--- src/rtl/core/dlkl_pkg.sv ---
// types, codes and control structs of the linked key list
`timescale 1ns / 1ps

package dlkl_pkg;

    localparam int KEY_W    = 32;
    localparam int SLOT_W   = 4;
    localparam int CMD_W    = 3;
    localparam int STATUS_W = 2;
    // a traversal emits at most this many keys
    localparam int RES_MAX  = 16;

    typedef logic [CMD_W-1:0]       t_cmd;
    typedef logic signed [KEY_W-1:0] t_key;
    typedef logic [STATUS_W-1:0]    t_status;
    typedef logic [SLOT_W-1:0]      t_slot;
    typedef logic [1:0]             t_slot_sel;

    // commands
    localparam t_cmd CMD_INS_FRONT = 3'd0;
    localparam t_cmd CMD_INS_BACK  = 3'd1;
    localparam t_cmd CMD_INS_AFTER = 3'd2;
    localparam t_cmd CMD_DELETE    = 3'd3;
    localparam t_cmd CMD_SEARCH    = 3'd4;
    localparam t_cmd CMD_CLEAR     = 3'd5;
    localparam t_cmd CMD_TRAVERSE  = 3'd6;
    localparam t_cmd CMD_UNUSED    = 3'd7;

    // result status codes
    localparam t_status ST_OK        = 2'd0;
    localparam t_status ST_NOT_FOUND = 2'd1;
    localparam t_status ST_FULL      = 2'd2;
    localparam t_status ST_EMPTY     = 2'd3;

    // source of the slot field of a result
    localparam t_slot_sel SLOT_NONE  = 2'd0;
    localparam t_slot_sel SLOT_ALLOC = 2'd1;
    localparam t_slot_sel SLOT_CUR   = 2'd2;

    // controller to datapath commands
    typedef struct packed {
        logic      load;
        logic      step;
        logic      wr_new;
        logic      wr_link;
        logic      clear;
        logic      emit;
        t_status   status;
        logic      key_sel;
        t_slot_sel slot_sel;
        logic      last;
    } t_dp_cmd;

    // datapath to controller status
    typedef struct packed {
        logic cur_null;
        logic match;
        logic next_null;
        logic cnt_last;
        logic full;
        logic empty;
        logic out_room;
    } t_dp_stat;

endpackage

--- src/rtl/core/dlkl_req_if.sv ---
// command channel of the linked key list
`timescale 1ns / 1ps

interface dlkl_req_if;
    logic            valid;
    logic            ready;
    dlkl_pkg::t_cmd  cmd;
    dlkl_pkg::t_key  key;
    dlkl_pkg::t_key  anchor_key;

    modport source (output valid, output cmd, output key, output anchor_key, input ready);
    modport sink (input valid, input cmd, input key, input anchor_key, output ready);
endinterface

--- src/rtl/core/dlkl_rsp_if.sv ---
// result channel of the linked key list
`timescale 1ns / 1ps

interface dlkl_rsp_if;
    logic              valid;
    logic              ready;
    dlkl_pkg::t_status status;
    dlkl_pkg::t_key    key_out;
    dlkl_pkg::t_slot   slot;
    logic              last;

    modport source (output valid, output status, output key_out, output slot, output last,
                    input ready);
    modport sink (input valid, input status, input key_out, input slot, input last,
                  output ready);
endinterface

--- src/rtl/core/dlkl_ram.sv ---
// generic simple dual port ram with registered read
`timescale 1ns / 1ps

module dlkl_ram #(
    parameter int  WIDTH = 32,
    parameter int  DEPTH = 16,
    localparam int AW    = (DEPTH > 1) ? $clog2(DEPTH) : 1
) (
    input  logic             i_clk,
    input  logic             i_we,
    input  logic [AW-1:0]    i_waddr,
    input  logic [WIDTH-1:0] i_wdata,
    input  logic [AW-1:0]    i_raddr,
    output logic [WIDTH-1:0] o_rdata
);

    logic [WIDTH-1:0] r_mem [DEPTH];
    logic [WIDTH-1:0] r_rdata;

    // write port and registered read port
    always_ff @(posedge i_clk) begin
        if (i_we) begin
            r_mem[i_waddr] <= i_wdata;
        end
        r_rdata <= r_mem[i_raddr];
    end

    assign o_rdata = r_rdata;

endmodule

--- src/rtl/core/dlkl_datapath.sv ---
// node pool, links, free map, walk pointer and result register
`timescale 1ns / 1ps

module dlkl_datapath #(
    parameter int POOL_DEPTH = 16
) (
    input  logic                i_clk,
    input  logic                i_rst_n,
    input  dlkl_pkg::t_cmd      i_cmd,
    input  dlkl_pkg::t_key      i_key,
    input  dlkl_pkg::t_key      i_anchor_key,
    input  dlkl_pkg::t_dp_cmd   i_ctl,
    output dlkl_pkg::t_dp_stat  o_stat,
    output logic                o_valid,
    input  logic                i_ready,
    output dlkl_pkg::t_status   o_status,
    output dlkl_pkg::t_key      o_key_out,
    output dlkl_pkg::t_slot     o_slot,
    output logic                o_last
);

    localparam int IW        = (POOL_DEPTH > 1) ? $clog2(POOL_DEPTH) : 1;
    localparam int LW        = $clog2(POOL_DEPTH + 1);
    localparam int RES_LIMIT = (POOL_DEPTH < dlkl_pkg::RES_MAX) ? POOL_DEPTH
                                                                 : dlkl_pkg::RES_MAX;
    localparam int CW        = (RES_LIMIT > 1) ? $clog2(RES_LIMIT) : 1;
    localparam logic [LW-1:0] NULL_LINK = LW'(POOL_DEPTH);
    localparam logic [CW-1:0] CNT_END   = CW'(RES_LIMIT - 1);

    // control state
    logic [LW-1:0]         r_head, n_head;
    logic [LW-1:0]         r_tail, n_tail;
    logic [POOL_DEPTH-1:0] r_free, n_free;
    logic                  r_out_valid;

    // working registers
    logic [LW-1:0]      r_cur, n_cur;
    logic [LW-1:0]      r_slot;
    logic [CW-1:0]      r_cnt;
    dlkl_pkg::t_cmd     r_cmd;
    dlkl_pkg::t_key     r_key;
    dlkl_pkg::t_key     r_skey;
    dlkl_pkg::t_status  r_status;
    dlkl_pkg::t_key     r_key_out;
    dlkl_pkg::t_slot    r_slot_out;
    logic               r_last;

    // ram ports
    logic [dlkl_pkg::KEY_W-1:0] key_rd;
    logic [LW-1:0]              next_rd, prev_rd;
    logic                       next_we, prev_we;
    logic [LW-1:0]              next_waddr, prev_waddr;
    logic [LW-1:0]              next_wdata, prev_wdata;

    // allocation and slot formatting
    logic [POOL_DEPTH-1:0]          fm_low;
    logic [LW-1:0]                  free_idx;
    logic [LW+dlkl_pkg::SLOT_W-1:0] cur_ext, slot_ext;
    dlkl_pkg::t_slot                slot_sel_val;

    // node storage: the read address always follows the next walk position
    dlkl_ram #(.WIDTH(dlkl_pkg::KEY_W), .DEPTH(POOL_DEPTH)) u_key_ram (
        .i_clk   (i_clk),
        .i_we    (i_ctl.wr_new),
        .i_waddr (r_slot[IW-1:0]),
        .i_wdata (r_key),
        .i_raddr (n_cur[IW-1:0]),
        .o_rdata (key_rd)
    );

    dlkl_ram #(.WIDTH(LW), .DEPTH(POOL_DEPTH)) u_next_ram (
        .i_clk   (i_clk),
        .i_we    (next_we),
        .i_waddr (next_waddr[IW-1:0]),
        .i_wdata (next_wdata),
        .i_raddr (n_cur[IW-1:0]),
        .o_rdata (next_rd)
    );

    dlkl_ram #(.WIDTH(LW), .DEPTH(POOL_DEPTH)) u_prev_ram (
        .i_clk   (i_clk),
        .i_we    (prev_we),
        .i_waddr (prev_waddr[IW-1:0]),
        .i_wdata (prev_wdata),
        .i_raddr (n_cur[IW-1:0]),
        .o_rdata (prev_rd)
    );

    // walk pointer
    always_comb begin
        if (i_ctl.load) begin
            n_cur = r_head;
        end else if (i_ctl.step) begin
            n_cur = next_rd;
        end else begin
            n_cur = r_cur;
        end
    end

    // lowest free slot: isolate the lowest set bit, then encode it
    assign fm_low = r_free & (~r_free + POOL_DEPTH'(1));

    always_comb begin
        free_idx = '0;
        for (int i = 0; i < POOL_DEPTH; i++) begin
            if (fm_low[i]) begin
                free_idx = free_idx | LW'(i);
            end
        end
    end

    // link writes for a new node and for relinking its neighbours
    always_comb begin
        next_we    = 1'b0;
        prev_we    = 1'b0;
        next_waddr = r_slot;
        prev_waddr = r_slot;
        next_wdata = NULL_LINK;
        prev_wdata = NULL_LINK;
        if (i_ctl.wr_new) begin
            next_we = 1'b1;
            prev_we = 1'b1;
            case (r_cmd)
                dlkl_pkg::CMD_INS_FRONT: begin
                    next_wdata = r_head;
                    prev_wdata = NULL_LINK;
                end
                dlkl_pkg::CMD_INS_BACK: begin
                    next_wdata = NULL_LINK;
                    prev_wdata = r_tail;
                end
                default: begin
                    next_wdata = next_rd;
                    prev_wdata = r_cur;
                end
            endcase
        end else if (i_ctl.wr_link) begin
            case (r_cmd)
                dlkl_pkg::CMD_INS_FRONT: begin
                    prev_we    = (r_head != NULL_LINK);
                    prev_waddr = r_head;
                    prev_wdata = r_slot;
                end
                dlkl_pkg::CMD_INS_BACK: begin
                    next_we    = (r_tail != NULL_LINK);
                    next_waddr = r_tail;
                    next_wdata = r_slot;
                end
                dlkl_pkg::CMD_INS_AFTER: begin
                    next_we    = 1'b1;
                    next_waddr = r_cur;
                    next_wdata = r_slot;
                    prev_we    = (next_rd != NULL_LINK);
                    prev_waddr = next_rd;
                    prev_wdata = r_slot;
                end
                dlkl_pkg::CMD_DELETE: begin
                    next_we    = (prev_rd != NULL_LINK);
                    next_waddr = prev_rd;
                    next_wdata = next_rd;
                    prev_we    = (next_rd != NULL_LINK);
                    prev_waddr = next_rd;
                    prev_wdata = prev_rd;
                end
                default: begin
                    next_we = 1'b0;
                end
            endcase
        end
    end

    // head, tail and free map updates
    always_comb begin
        n_head = r_head;
        n_tail = r_tail;
        n_free = r_free;
        if (i_ctl.clear) begin
            n_head = NULL_LINK;
            n_tail = NULL_LINK;
            n_free = '1;
        end else if (i_ctl.wr_new) begin
            n_free[r_slot[IW-1:0]] = 1'b0;
        end else if (i_ctl.wr_link) begin
            case (r_cmd)
                dlkl_pkg::CMD_INS_FRONT: begin
                    if (r_head == NULL_LINK) begin
                        n_tail = r_slot;
                    end
                    n_head = r_slot;
                end
                dlkl_pkg::CMD_INS_BACK: begin
                    if (r_tail == NULL_LINK) begin
                        n_head = r_slot;
                    end
                    n_tail = r_slot;
                end
                dlkl_pkg::CMD_INS_AFTER: begin
                    if (next_rd == NULL_LINK) begin
                        n_tail = r_slot;
                    end
                end
                dlkl_pkg::CMD_DELETE: begin
                    if (prev_rd == NULL_LINK) begin
                        n_head = next_rd;
                    end
                    if (next_rd == NULL_LINK) begin
                        n_tail = prev_rd;
                    end
                    n_free[r_cur[IW-1:0]] = 1'b1;
                end
                default: begin
                    n_head = r_head;
                end
            endcase
        end
    end

    // list control state
    always_ff @(posedge i_clk) begin
        if (!i_rst_n) begin
            r_head      <= NULL_LINK;
            r_tail      <= NULL_LINK;
            r_free      <= '1;
            r_out_valid <= 1'b0;
        end else begin
            r_head <= n_head;
            r_tail <= n_tail;
            r_free <= n_free;
            if (i_ctl.emit) begin
                r_out_valid <= 1'b1;
            end else if (i_ready) begin
                r_out_valid <= 1'b0;
            end
        end
    end

    // slot field of a result, masked to the port width
    assign cur_ext  = {{dlkl_pkg::SLOT_W{1'b0}}, r_cur};
    assign slot_ext = {{dlkl_pkg::SLOT_W{1'b0}}, r_slot};

    always_comb begin
        case (i_ctl.slot_sel)
            dlkl_pkg::SLOT_ALLOC: slot_sel_val = slot_ext[dlkl_pkg::SLOT_W-1:0];
            dlkl_pkg::SLOT_CUR:   slot_sel_val = cur_ext[dlkl_pkg::SLOT_W-1:0];
            default:              slot_sel_val = '0;
        endcase
    end

    // command item, walk registers and result payload
    always_ff @(posedge i_clk) begin
        r_cur <= n_cur;
        if (i_ctl.load) begin
            r_cmd  <= i_cmd;
            r_key  <= i_key;
            r_skey <= (i_cmd == dlkl_pkg::CMD_INS_AFTER) ? i_anchor_key : i_key;
            r_slot <= free_idx;
            r_cnt  <= '0;
        end else if (i_ctl.step) begin
            r_cnt <= r_cnt + CW'(1);
        end
        if (i_ctl.emit) begin
            r_status   <= i_ctl.status;
            r_key_out  <= i_ctl.key_sel ? key_rd : '0;
            r_slot_out <= slot_sel_val;
            r_last     <= i_ctl.last;
        end
    end

    // status towards the controller
    assign o_stat.cur_null  = (r_cur == NULL_LINK);
    assign o_stat.match     = (key_rd == r_skey);
    assign o_stat.next_null = (next_rd == NULL_LINK);
    assign o_stat.cnt_last  = (r_cnt == CNT_END);
    assign o_stat.full      = (r_free == '0);
    assign o_stat.empty     = (r_head == NULL_LINK);
    assign o_stat.out_room  = !r_out_valid || i_ready;

    assign o_valid   = r_out_valid;
    assign o_status  = r_status;
    assign o_key_out = r_key_out;
    assign o_slot    = r_slot_out;
    assign o_last    = r_last;

endmodule

--- src/rtl/core/dlkl_ctrl.sv ---
// command sequencer of the linked key list
`timescale 1ns / 1ps

module dlkl_ctrl (
    input  logic               i_clk,
    input  logic               i_rst_n,
    input  logic               i_valid,
    input  dlkl_pkg::t_cmd     i_cmd,
    output logic               o_ready,
    input  dlkl_pkg::t_dp_stat i_stat,
    output dlkl_pkg::t_dp_cmd  o_ctl
);

    localparam logic [2:0] S_IDLE = 3'd0;
    localparam logic [2:0] S_FIND = 3'd1;
    localparam logic [2:0] S_NEW  = 3'd2;
    localparam logic [2:0] S_LINK = 3'd3;
    localparam logic [2:0] S_TRAV = 3'd4;
    localparam logic [2:0] S_RESP = 3'd5;
    localparam logic [2:0] S_CLR  = 3'd6;

    logic [2:0]        r_state, n_state;
    dlkl_pkg::t_cmd    r_cmd, n_cmd;
    dlkl_pkg::t_status r_status, n_status;
    logic              trav_last;

    assign trav_last = i_stat.next_null || i_stat.cnt_last;

    // next state and datapath commands
    always_comb begin
        n_state  = r_state;
        n_cmd    = r_cmd;
        n_status = r_status;
        o_ready  = 1'b0;
        o_ctl    = '0;
        case (r_state)
            S_IDLE: begin
                o_ready = 1'b1;
                if (i_valid) begin
                    o_ctl.load = 1'b1;
                    n_cmd      = i_cmd;
                    case (i_cmd)
                        dlkl_pkg::CMD_INS_FRONT, dlkl_pkg::CMD_INS_BACK: begin
                            if (i_stat.full) begin
                                n_status = dlkl_pkg::ST_FULL;
                                n_state  = S_RESP;
                            end else begin
                                n_state = S_NEW;
                            end
                        end
                        dlkl_pkg::CMD_INS_AFTER: begin
                            if (i_stat.full) begin
                                n_status = dlkl_pkg::ST_FULL;
                                n_state  = S_RESP;
                            end else if (i_stat.empty) begin
                                n_status = dlkl_pkg::ST_EMPTY;
                                n_state  = S_RESP;
                            end else begin
                                n_state = S_FIND;
                            end
                        end
                        dlkl_pkg::CMD_DELETE, dlkl_pkg::CMD_SEARCH: begin
                            if (i_stat.empty) begin
                                n_status = dlkl_pkg::ST_EMPTY;
                                n_state  = S_RESP;
                            end else begin
                                n_state = S_FIND;
                            end
                        end
                        dlkl_pkg::CMD_CLEAR: begin
                            n_state = S_CLR;
                        end
                        dlkl_pkg::CMD_TRAVERSE: begin
                            if (i_stat.empty) begin
                                n_status = dlkl_pkg::ST_EMPTY;
                                n_state  = S_RESP;
                            end else begin
                                n_state = S_TRAV;
                            end
                        end
                        default: begin
                            n_state = S_IDLE;
                        end
                    endcase
                end
            end
            // one node per cycle until the key matches or the list ends
            S_FIND: begin
                if (i_stat.cur_null) begin
                    n_status = dlkl_pkg::ST_NOT_FOUND;
                    n_state  = S_RESP;
                end else if (i_stat.match) begin
                    case (r_cmd)
                        dlkl_pkg::CMD_INS_AFTER: n_state = S_NEW;
                        dlkl_pkg::CMD_DELETE:    n_state = S_LINK;
                        default: begin
                            n_status = dlkl_pkg::ST_OK;
                            n_state  = S_RESP;
                        end
                    endcase
                end else begin
                    o_ctl.step = 1'b1;
                end
            end
            S_NEW: begin
                o_ctl.wr_new = 1'b1;
                n_state      = S_LINK;
            end
            S_LINK: begin
                o_ctl.wr_link = 1'b1;
                n_status      = dlkl_pkg::ST_OK;
                n_state       = S_RESP;
            end
            S_CLR: begin
                o_ctl.clear = 1'b1;
                n_status    = dlkl_pkg::ST_OK;
                n_state     = S_RESP;
            end
            // single result of every command but the unused one and a traversal of a non-empty list
            S_RESP: begin
                if (i_stat.out_room) begin
                    o_ctl.emit   = 1'b1;
                    o_ctl.status = r_status;
                    o_ctl.last   = 1'b1;
                    if (r_status == dlkl_pkg::ST_OK) begin
                        case (r_cmd)
                            dlkl_pkg::CMD_INS_FRONT, dlkl_pkg::CMD_INS_BACK,
                            dlkl_pkg::CMD_INS_AFTER: o_ctl.slot_sel = dlkl_pkg::SLOT_ALLOC;
                            dlkl_pkg::CMD_DELETE, dlkl_pkg::CMD_SEARCH:
                                o_ctl.slot_sel = dlkl_pkg::SLOT_CUR;
                            default: o_ctl.slot_sel = dlkl_pkg::SLOT_NONE;
                        endcase
                    end
                    n_state = S_IDLE;
                end
            end
            // one key per cycle while the receiver takes them
            S_TRAV: begin
                if (i_stat.out_room) begin
                    o_ctl.emit    = 1'b1;
                    o_ctl.status  = dlkl_pkg::ST_OK;
                    o_ctl.key_sel = 1'b1;
                    o_ctl.last    = trav_last;
                    o_ctl.step    = 1'b1;
                    if (trav_last) begin
                        n_state = S_IDLE;
                    end
                end
            end
            default: begin
                n_state = S_IDLE;
            end
        endcase
    end

    // state register
    always_ff @(posedge i_clk) begin
        if (!i_rst_n) begin
            r_state <= S_IDLE;
        end else begin
            r_state <= n_state;
        end
    end

    // command and pending status of the current item
    always_ff @(posedge i_clk) begin
        r_cmd    <= n_cmd;
        r_status <= n_status;
    end

endmodule

--- src/rtl/core/doubly_linked_key_list.sv ---
// Ordered list of signed 32-bit keys in a pool of POOL_DEPTH linked nodes.
// i_req carries one command item (cmd, key, anchor_key); o_rsp carries the
// result items (status, key_out, slot, last), last marking a command's final one.
// One command is worked on at a time: i_req.ready is high only while idle.
// Steps from acceptance to the result register, one node visited per cycle:
//   insert front/back: new node, link, result; clear: clear, result;
//   pool full or list empty: result; search: walk to the key, result;
//   insert after: walk to the anchor, new node, link, result; delete: walk, link,
//   result; key not found: walk the list, result; traversal: one key per cycle
//   while the receiver takes them, up to 16. The walk rate is set by the
// registered read of the node memories, whose address follows the link read.
// The block takes a new command the cycle after the last result is loaded.
// A stalled receiver holds the result register; the next result, and so
// each further traversal key, waits until the register is taken.
// Reset empties the list and marks every slot free; node memories are not cleared,
// as no entry is read before an insert has written it.
`timescale 1ns / 1ps

module doubly_linked_key_list #(
    parameter int POOL_DEPTH = 16
) (
    input  logic              i_clk,
    input  logic              i_rst_n,
    dlkl_req_if.sink          i_req,
    dlkl_rsp_if.source        o_rsp
);

    dlkl_pkg::t_dp_cmd  ctl;
    dlkl_pkg::t_dp_stat stat;
    logic               req_ready;

    // command sequencer
    dlkl_ctrl u_ctrl (
        .i_clk   (i_clk),
        .i_rst_n (i_rst_n),
        .i_valid (i_req.valid),
        .i_cmd   (i_req.cmd),
        .o_ready (req_ready),
        .i_stat  (stat),
        .o_ctl   (ctl)
    );

    // node pool and result register
    dlkl_datapath #(.POOL_DEPTH(POOL_DEPTH)) u_dp (
        .i_clk        (i_clk),
        .i_rst_n      (i_rst_n),
        .i_cmd        (i_req.cmd),
        .i_key        (i_req.key),
        .i_anchor_key (i_req.anchor_key),
        .i_ctl        (ctl),
        .o_stat       (stat),
        .o_valid      (o_rsp.valid),
        .i_ready      (o_rsp.ready),
        .o_status     (o_rsp.status),
        .o_key_out    (o_rsp.key_out),
        .o_slot       (o_rsp.slot),
        .o_last       (o_rsp.last)
    );

    assign i_req.ready = req_ready;

endmodule

--- src/flat_wrapper.sv ---
// flat-port wrapper written by rule: the top's interface ports become plain ports
module doubly_linked_key_list_flat 
#(
    parameter int POOL_DEPTH = 16
)
  (i_clk, i_rst_n, i_req_valid, i_req_cmd, i_req_key, i_req_anchor_key, i_req_ready, o_rsp_valid, o_rsp_status, o_rsp_key_out, o_rsp_slot, o_rsp_last, o_rsp_ready);
  dlkl_req_if i_req_i ();
  dlkl_rsp_if o_rsp_i ();
  input  logic i_clk;
  input  logic i_rst_n;
  input wire logic [$bits(i_req_i.valid)-1:0] i_req_valid;
  input wire logic [$bits(i_req_i.cmd)-1:0] i_req_cmd;
  input wire logic [$bits(i_req_i.key)-1:0] i_req_key;
  input wire logic [$bits(i_req_i.anchor_key)-1:0] i_req_anchor_key;
  output wire logic [$bits(i_req_i.ready)-1:0] i_req_ready;
  output wire logic [$bits(o_rsp_i.valid)-1:0] o_rsp_valid;
  output wire logic [$bits(o_rsp_i.status)-1:0] o_rsp_status;
  output wire logic [$bits(o_rsp_i.key_out)-1:0] o_rsp_key_out;
  output wire logic [$bits(o_rsp_i.slot)-1:0] o_rsp_slot;
  output wire logic [$bits(o_rsp_i.last)-1:0] o_rsp_last;
  input wire logic [$bits(o_rsp_i.ready)-1:0] o_rsp_ready;
  assign i_req_i.valid = i_req_valid;
  assign i_req_i.cmd = i_req_cmd;
  assign i_req_i.key = i_req_key;
  assign i_req_i.anchor_key = i_req_anchor_key;
  assign i_req_ready = i_req_i.ready;
  assign o_rsp_valid = o_rsp_i.valid;
  assign o_rsp_status = o_rsp_i.status;
  assign o_rsp_key_out = o_rsp_i.key_out;
  assign o_rsp_slot = o_rsp_i.slot;
  assign o_rsp_last = o_rsp_i.last;
  assign o_rsp_i.ready = o_rsp_ready;
  doubly_linked_key_list #(.POOL_DEPTH(POOL_DEPTH)) u_core (.i_clk(i_clk), .i_rst_n(i_rst_n), .i_req(i_req_i), .o_rsp(o_rsp_i));
endmodule
--- config.mk ---
export PLATFORM = sky130hd
export DESIGN_NAME = doubly_linked_key_list_flat
export DESIGN_NICKNAME = d
export VERILOG_FILES = /design/src/rtl/core/dlkl_pkg.sv /design/src/rtl/core/dlkl_req_if.sv /design/src/rtl/core/dlkl_rsp_if.sv /design/src/rtl/core/dlkl_ram.sv /design/src/rtl/core/dlkl_datapath.sv /design/src/rtl/core/dlkl_ctrl.sv /design/src/rtl/core/doubly_linked_key_list.sv /design/src/flat_wrapper.sv
export SDC_FILE = /design/constraint.sdc
export NUM_CORES = 1
export LEC_CHECK = 0
export BUFFER_PORTS_ARGS = -buffer_cell sky130_fd_sc_hd__buf_2
export CAP_MARGIN = 15
export CORE_ASPECT_RATIO = 1.75
export CORE_MARGIN = 2
export CORE_UTILIZATION = 40
export CTS_CLUSTER_DIAMETER = 200
export DETAILED_ROUTE_END_ITERATION = 12
export PLACE_DENSITY = 0.61
export SLEW_MARGIN = 25
export SYNTH_ARGS = -nofsm -noshare
export SYNTH_HDL_FRONTEND = slang
export SYNTH_SLANG_ARGS = --single-unit
export TNS_END_PERCENT = 10
--- constraint.sdc ---
create_clock -name i_clk -period 4.75 [get_ports i_clk]
set_input_delay 0.95 -clock i_clk [delete_from_list [all_inputs] [get_ports i_clk]]
set_output_delay 0.95 -clock i_clk [all_outputs]
set_load 0.005 [all_outputs]
==> results of run 1 <==
## flip-flops by register name, indices dropped and copies added, names as in the netlist, 16 cells and up
name	cells
u_core.u_dp.u_key_ram.r_mem	512
u_core.u_dp.u_next_ram.r_mem	80
u_core.u_dp.u_prev_ram.r_mem	80
u_core.u_dp.o_key_out	32
u_core.u_dp.r_key	32
u_core.u_dp.r_skey	32
u_core.u_dp.u_key_ram.o_rdata	32
u_core.u_dp.r_free	16
## how the worst min path moves through the flow
stage                     cells past startpoint                  from                    end  slack, ns
after global placement                        2  u_core.u_dp.r_cnt[1]   u_core.u_dp.r_cnt[1]       0.46
final                                         1         i_req_key[21]  u_core.u_dp.r_key[21]       0.47
after global routing                          1         i_req_key[20]  u_core.u_dp.r_key[20]       0.45
after detailed placement                      2  u_core.u_dp.r_cnt[1]   u_core.u_dp.r_cnt[1]       0.47
after floorplan                               2  u_core.u_dp.r_cnt[1]   u_core.u_dp.r_cnt[1]       0.45
after CTS                                     1          i_req_key[8]   u_core.u_dp.r_key[8]       0.42
## cell usage after synthesis, drive strengths merged, types with 17 or more instances
| cell type | n |
|---|---|
| inv | 186 |
| nand4 | 47 |
| clkbuf | 181 |
| nor2 | 99 |
| o211ai | 173 |
| o2111ai | 169 |
| a21oi | 33 |
| and2 | 34 |
| o221ai | 169 |
| xor2 | 34 |
| mux2 | 208 |
| nor4 | 17 |
| buf | 42 |
| nand2 | 79 |
| nand3 | 26 |
| a22oi | 20 |
| edfxtp | 785 |
| o21ai | 29 |
| dfxtp | 80 |
## layer usage
metal | routed length (microns) | GRT usage (%) | part of all wire [%]
met1 | 40200 | 27.6 | 38
met2 | 51700 | 36.9 | 49
met3 | 7200 | 3.42 | 6.9
met4 | 5460 | 11.6 | 5.2
met5 | 34 | 0 | 0.033
## critical path: cells and delay by family, from the launching register on
kind,cells,cell delay (ns)
AND/OR/NAND/NOR,3,1.62
AO/OA/AOI/OAI,3,0.99
buffers and inverters,2,0.45
flip-flops,1,0.40
multiplexers,1,0.35
XOR/XNOR,1,0.26
## per-stage QoR
step                      util (%)  setup slack (ns)  hold slack [ns]
after floorplan                  -             0.638            0.449
after global placement        42.5             0.499            0.465
after detailed placement      42.5             0.551            0.472
after CTS                     45.3             0.502            0.420
after global routing          45.3             0.327            0.454
final                         45.3             0.468            0.469
## area by class of cell
| cell class | instances | area, sq um | share of cell area (%) |
|---|---|---|---|
| antenna | 1 | 2.50 | 0.00611 |
| clock buffer | 104 | 2140 | 5.23 |
| clock inverter | 37 | 360 | 0.879 |
| inverter | 186 | 707 | 1.73 |
| multi-input combinational | 1237 | 9780 | 23.9 |
| sequential | 865 | 25200 | 61.4 |
| tap | 1184 | 1480 | 3.62 |
| timing repair buffer | 175 | 1330 | 3.24 |
## logic make-up after synthesis
| family | after synthesis |
|---|---|
| adder cells (fa/ha/maj) | 3 |
| flip-flops | 865 |
| XOR/XNOR | 35 |
| AND/OR/NAND/NOR | 348 |
| buffers and inverters | 409 |
| multiplexers | 210 |
| AO/OA/AOI/OAI | 641 |
## power breakdown
| group | internal [mW] | leakage [nW] | switching, mW |
|---|---|---|---|
| clock | 3.43 | 1.21 | 2.84 |
| combinational | 3.16 | 4.28 | 5.98 |
| sequential | 9.25 | 7.72 | 0.802 |
| total | 15.8 | 13.2 | 9.62 |
==> flow_summary.ini, run 1 <==
[critical_path]
r2r_end = u_core.u_dp.u_key_ram.o_rdata[21]
path_cells = xor2_1 -> nor4_1 -> nand4_1 -> a2111o_2 -> o21a_4 -> inv_6 -> buf_12 -> mux2_1 -> o2111ai_1 -> nand4_1
rrSetupSlack_ns = 0.47
startpoint_type = register
critical_path.endpoint_type = register
crit_top_cell = nand4_1
crit_fanout = 40
crit_path_start = u_core.u_dp.r_skey[4]
crit_path_end = u_core.u_dp.u_key_ram.o_rdata[21]
path_class = reg -> reg
cp.arrival_ns = 4.77
ff2ff_path_depth = 10
rr_startpoint = u_core.u_dp.r_skey[4]
cp_slowest_stage_delay_ns = 0.83
crit_slowest_cell = nor4_1
worstPathRequired_ns = 5.24

[pwr]
power_mw = 25.5
p_leak_nw = 13.2
power_density_nw_per_um2 = 621
vdd_ir_drop_max_mv = 1.11

[placement]
io_buffer_count = 111
dp.cells = 3647
globalplace.congestion = 0.923
dp_hpwl_microns = 60300
dpl_cell_area_sq_um = 38500

[layout]
area_delta_synth_final_pct = 12.6
final_common_cell = edfxtp_1
final_cells = 3789
final_cell_mix = edfxtp_1 (785), inv_1 (181), o211ai_1 (173), o2111ai_1 (169), o221ai_1 (168)
fill_cells = 7917
nets = 2617
drive_gt1_share_pct = 17.1
final_area_sq_um = 41000

[logic_synthesis]
synth-edff-count = 785
synth_mux_area_share_pct = 6.49
synthTopCellsByArea = edfxtp_1 (65%), dfxtp_1 (4.4%), o2111ai_1 (4.1%)
synthXorXnorAreaFrac_pct = 0.842
synthArstFlopShare_pct = 0
synth_area_sq_um = 36400
ys_warn_count = 0
synth_top_family_by_area = compound AO/OA/AOI/OAI gates
synthAdderAreaFrac_pct = 0.103
yosysSeqAreaShare_pct = 69.2
synth_top_area_cell = edfxtp_1
netlist_instances = 2511
synth_compound_area_share_pct = 14.0
ys.flop_type = edfxtp_1
synth_seq_cells = 865
yosys.area_share.simple_pct = 4.78
synth_top_area_share_pct = 64.8
ys_types = 63
syn-mean-instance-area_sq_um = 14.5
syn-num-nets = 2585

[sta]
period_needed_ns = 4.28
rsz0062_at_grt = false
slew_headroom_pct = 14.8
finalHoldViolCount = 0
worst_slew_pin_slew_ns = 1.28
fin_crit_sh_pct = 90.1
drv_slew = 0
tns_ns = 0
fin_skew_ns = 0.0314
clock.fmax_ghz = 0.234
setup_violations = 0

[worst_hold_path]
min_path_type = in -> reg

[clock_tree]
path_clk_slew_ns = 0.07
cts_sinks = 865
h-tree-depth = 3
hold_buffers = 0
cts_tree = yes
cts_resized = 0
root_buffer = clkbuf_16
cts_setup_buffers = 0
cts_buffers = 78
clock_latency_ns = 0.67
clockBufferDepth = 3

[global_route]
gr-total-overflow = 0
grt_max_degree = 170
grt_pass1_wl_microns = 153000
grt_pass1_vias = 23309
antenna_found_initial = 4
grt_use_total_pct = 22.1

[floorplanning]
fp-row-count = 146
die_area_sq_um = 93500
die_x_microns = 232
core_area_sq_um = 90400
start_util_pct = 40.3
die_h_microns = 403
num_io_pins = 112

[route]
dr.pass1.iters = 6
drc = 0
wirelength_microns = 105000
wl_per_cell_microns = 27.6
ant_nets = 0
num_vias = 23259
via_per_inst = 6.14
drt-initial-drc-count = 2512

[run_status]
status = finished clean

[flow_run]
cap_violations = 0
No activity file was read; power rests on OpenSTA's default activity.
==> run 2, diff against run 1 <==
--- a/config.mk
+++ b/config.mk
@@ -5,6 +5,7 @@
 export SDC_FILE = /design/constraint.sdc
 export NUM_CORES = 1
 export LEC_CHECK = 0
+export ABC_CLOCK_PERIOD_IN_PS = 4750
 export BUFFER_PORTS_ARGS = -buffer_cell sky130_fd_sc_hd__buf_2
 export CAP_MARGIN = 15
 export CORE_ASPECT_RATIO = 1.75
@@ -16,5 +17,6 @@
 export SLEW_MARGIN = 25
 export SYNTH_ARGS = -nofsm -noshare
 export SYNTH_HDL_FRONTEND = slang
+export SYNTH_HIERARCHICAL = 1
 export SYNTH_SLANG_ARGS = --single-unit
 export TNS_END_PERCENT = 10
==> flow_summary.ini, run 2 <==
[layout]
drive_gt1_share_pct = 27.3
final_common_cell = edfxtp_1
final_cells = 3112
final_cell_mix = edfxtp_1 (788), mux4_2 (168), buf_2 (111), a22oi_1 (97), nand2_1 (83)
largest_reg_flops = 512
n_antenna_cell = 0
top_regs = u_core/u_dp/u_key_ram/r_mem x512, u_core/u_dp/u_next_ram/r_mem x80, u_core/u_dp/u_prev_ram/r_mem x80
nets = 2057
area_delta_synth_final_pct = 15.4
largest-register = u_core/u_dp/u_key_ram/r_mem

[pwr]
power_density_nw_per_um2 = 578
power_frac_seq_pct = 44.6
pwr-share-comb_pct = 24.2
vdd_ir_drop_max_mv = 0.338
pwr-share-clk_pct = 31.1
swShare_pct = 29.2
power.internal_mw = 15.9
p_leak_nw = 12.4
p_switching_mw = 6.57

[global_route]
use_met2_pct = 35.2
grt_use_total_pct = 19.1
gr-total-overflow = 0
grt_pass1_vias = 18445
grt_max_degree = 53
busiest_layer = met2
globalRouteMet3Util_pct = 2.86
met1_usage_pct = 22.5
antenna_found_initial = 3
grt_pass1_wl_microns = 121000

[sta]
drv_slew = 0
worst_slew_pin_slew_ns = 1.02
tns_ns = 0
finalHoldViolCount = 0
clock.fmax_ghz = 0.228
setup_violations = 0
fin_skew_ns = 0.0257
slew_headroom_pct = 30.9
rsz0062_at_grt = false
period_needed_ns = 4.38
fin_crit_sh_pct = 92.3

[logic_synthesis]
syn-num-nets = 1882
synthTopCellsByArea = edfxtp_1 (70%), mux4_2 (11%), dfxtp_1 (4.7%)
synth_area_sq_um = 33700
netlist_instances = 1808
synth_top_area_cell = edfxtp_1
synth-edff-count = 788
synthTopCellsByCount = edfxtp_1 (788), mux4_2 (168), a22oi_1 (97), nor2_1 (84), nand2_1 (83)
synth_seq_cells = 868
ys.flop_type = edfxtp_1
yosysSeqAreaShare_pct = 74.9
synth_top_area_share_pct = 70.1
synthArstFlopShare_pct = 0
syn-mean-instance-area_sq_um = 18.7
ys_types = 60
synth.most_common_cell = edfxtp_1
ys_warn_count = 6

[floorplanning]
start_util_pct = 40.5
fp-row-count = 140
core_area_sq_um = 83400
die_area_sq_um = 86800
die_x_microns = 224
num_io_pins = 112
die_h_microns = 388

[critical_path]
ff2ff_path_depth = 14
critical_path.endpoint_type = register
startpoint_type = register
path_class = reg -> reg
worstPathRequired_ns = 5.29
crit_fanout = 15
cp.arrival_ns = 4.92

[clock_tree]
hold_buffers = 0
cts_setup_buffers = 0
cts_tree = yes
path_clk_slew_ns = 0.07
root_buffer = clkbuf_16
cts_resized = 0
cts_sinks = 868
clockBufferDepth = 3
cts_buffers = 78
h-tree-depth = 3
clock_latency_ns = 0.66

[route]
num_vias = 17713
wirelength_microns = 82700
dr.pass1.iters = 6
via_per_inst = 5.69
ant_nets = 0
drc = 0
drt-initial-drc-count = 1689
wl_per_cell_microns = 26.6

[run_status]
status = finished clean

[placement]
dp_hpwl_microns = 51000
io_buffer_count = 111
globalplace.congestion = 0.839
dp.cells = 2968

[flow_run]
cap_violations = 0

[worst_hold_path]
min_path_type = in -> reg
hold_path_depth = 1
==> run 2: cell types whose count changed after synthesis, sizes merged, moves of 12 or more <==
cell     delta
mux2      -168
o221ai    -169
o2111ai   -168
a22oi      +77
inv       -168
nand4      -43
o21ai      +16
o211ai    -162
nand3      +13
nor2       -15
nand2b     +12
clkbuf    -139
mux4      +168
==> run 2: worst paths after layout <==
check / from / end / slack [ns]
setup / recovery: u_core/u_dp/r_skey[30] / u_core/u_dp/u_key_ram/o_rdata[18] / 0.37
hold / removal: i_req_key[19] / u_core/u_dp/r_key[19] / 0.49
setup reg to reg: u_core/u_dp/r_skey[30] / u_core/u_dp/u_key_ram/o_rdata[18] / 0.37
hold reg to reg: u_core/u_dp/r_tail[3] / u_core/u_dp/r_tail[3] / 0.53
==> run 2: critical path, cell delays in order (launching register included) <==
cell	delay, ns
edfxtp_1	0.41
xor2_1	0.25
nor4_1	0.64
nand4_1	0.42
nor2_1	0.34
nor2_1	0.07
a22oi_1	0.16
nor2_1	0.16
mux2i_1	0.20
o21ai_4	0.17
buf_4	0.25
buf_4	0.34
mux4_2	0.55
a22oi_1	0.22
nand2_1	0.08
==> run 2: power by group through the flow <==
stage	registers (mW)	logic, mW	clock network, mW
global placement	10.2	5.48	0
CTS	10.0	5.54	7.15
detailed placement	10.2	5.53	0
finish	10.0	5.45	7.01
global route	10.1	5.86	7.42
floorplan	9.88	3.72	0
==> run 2: logic make-up after synthesis <==
group | after synthesis | share of synthesized area (%)
compound gates | 222 | 4.52
buf+inv | 106 | 1.49
xor+xnor | 36 | 0.934
simple gates | 360 | 5.38
fa+ha+maj | 3 | 0.111
mux | 213 | 12.7
flops | 868 | 74.9
==> run 2: per-stage QoR <==
stage	hold slack [ns]	setup slack (ns)	cell area (sq um)	utilization, %	total power, mW
after global placement	0.489	0.423	36100	43.3	15.7
after CTS	0.446	0.475	38900	46.7	22.7
after detailed placement	0.504	0.517	36100	43.3	15.7
after global routing	0.466	0.0681	38900	46.7	23.4
after floorplan	0.468	0.378	33700	-	13.6
final	0.490	0.366	38900	46.7	22.5
==> run 2: cell type report <==
| class | instances | area, sq um |
|---|---|---|
| fillers | 6968 | 44400 |
| flip-flops and latches | 868 | 25300 |
| multi-input cells | 834 | 8160 |
| clock buffers | 92 | 2070 |
| well taps | 1065 | 1330 |
| repair buffers | 183 | 1270 |
| clock inverters | 52 | 786 |
| inverters | 18 | 67.6 |
==> run 2: per-layer routing <==
layer,wire length [microns],up-vias
li1,-,7637
met1,31200,9314
met2,44600,612
met3,4210,146
met4,2590,4
met5,23,-
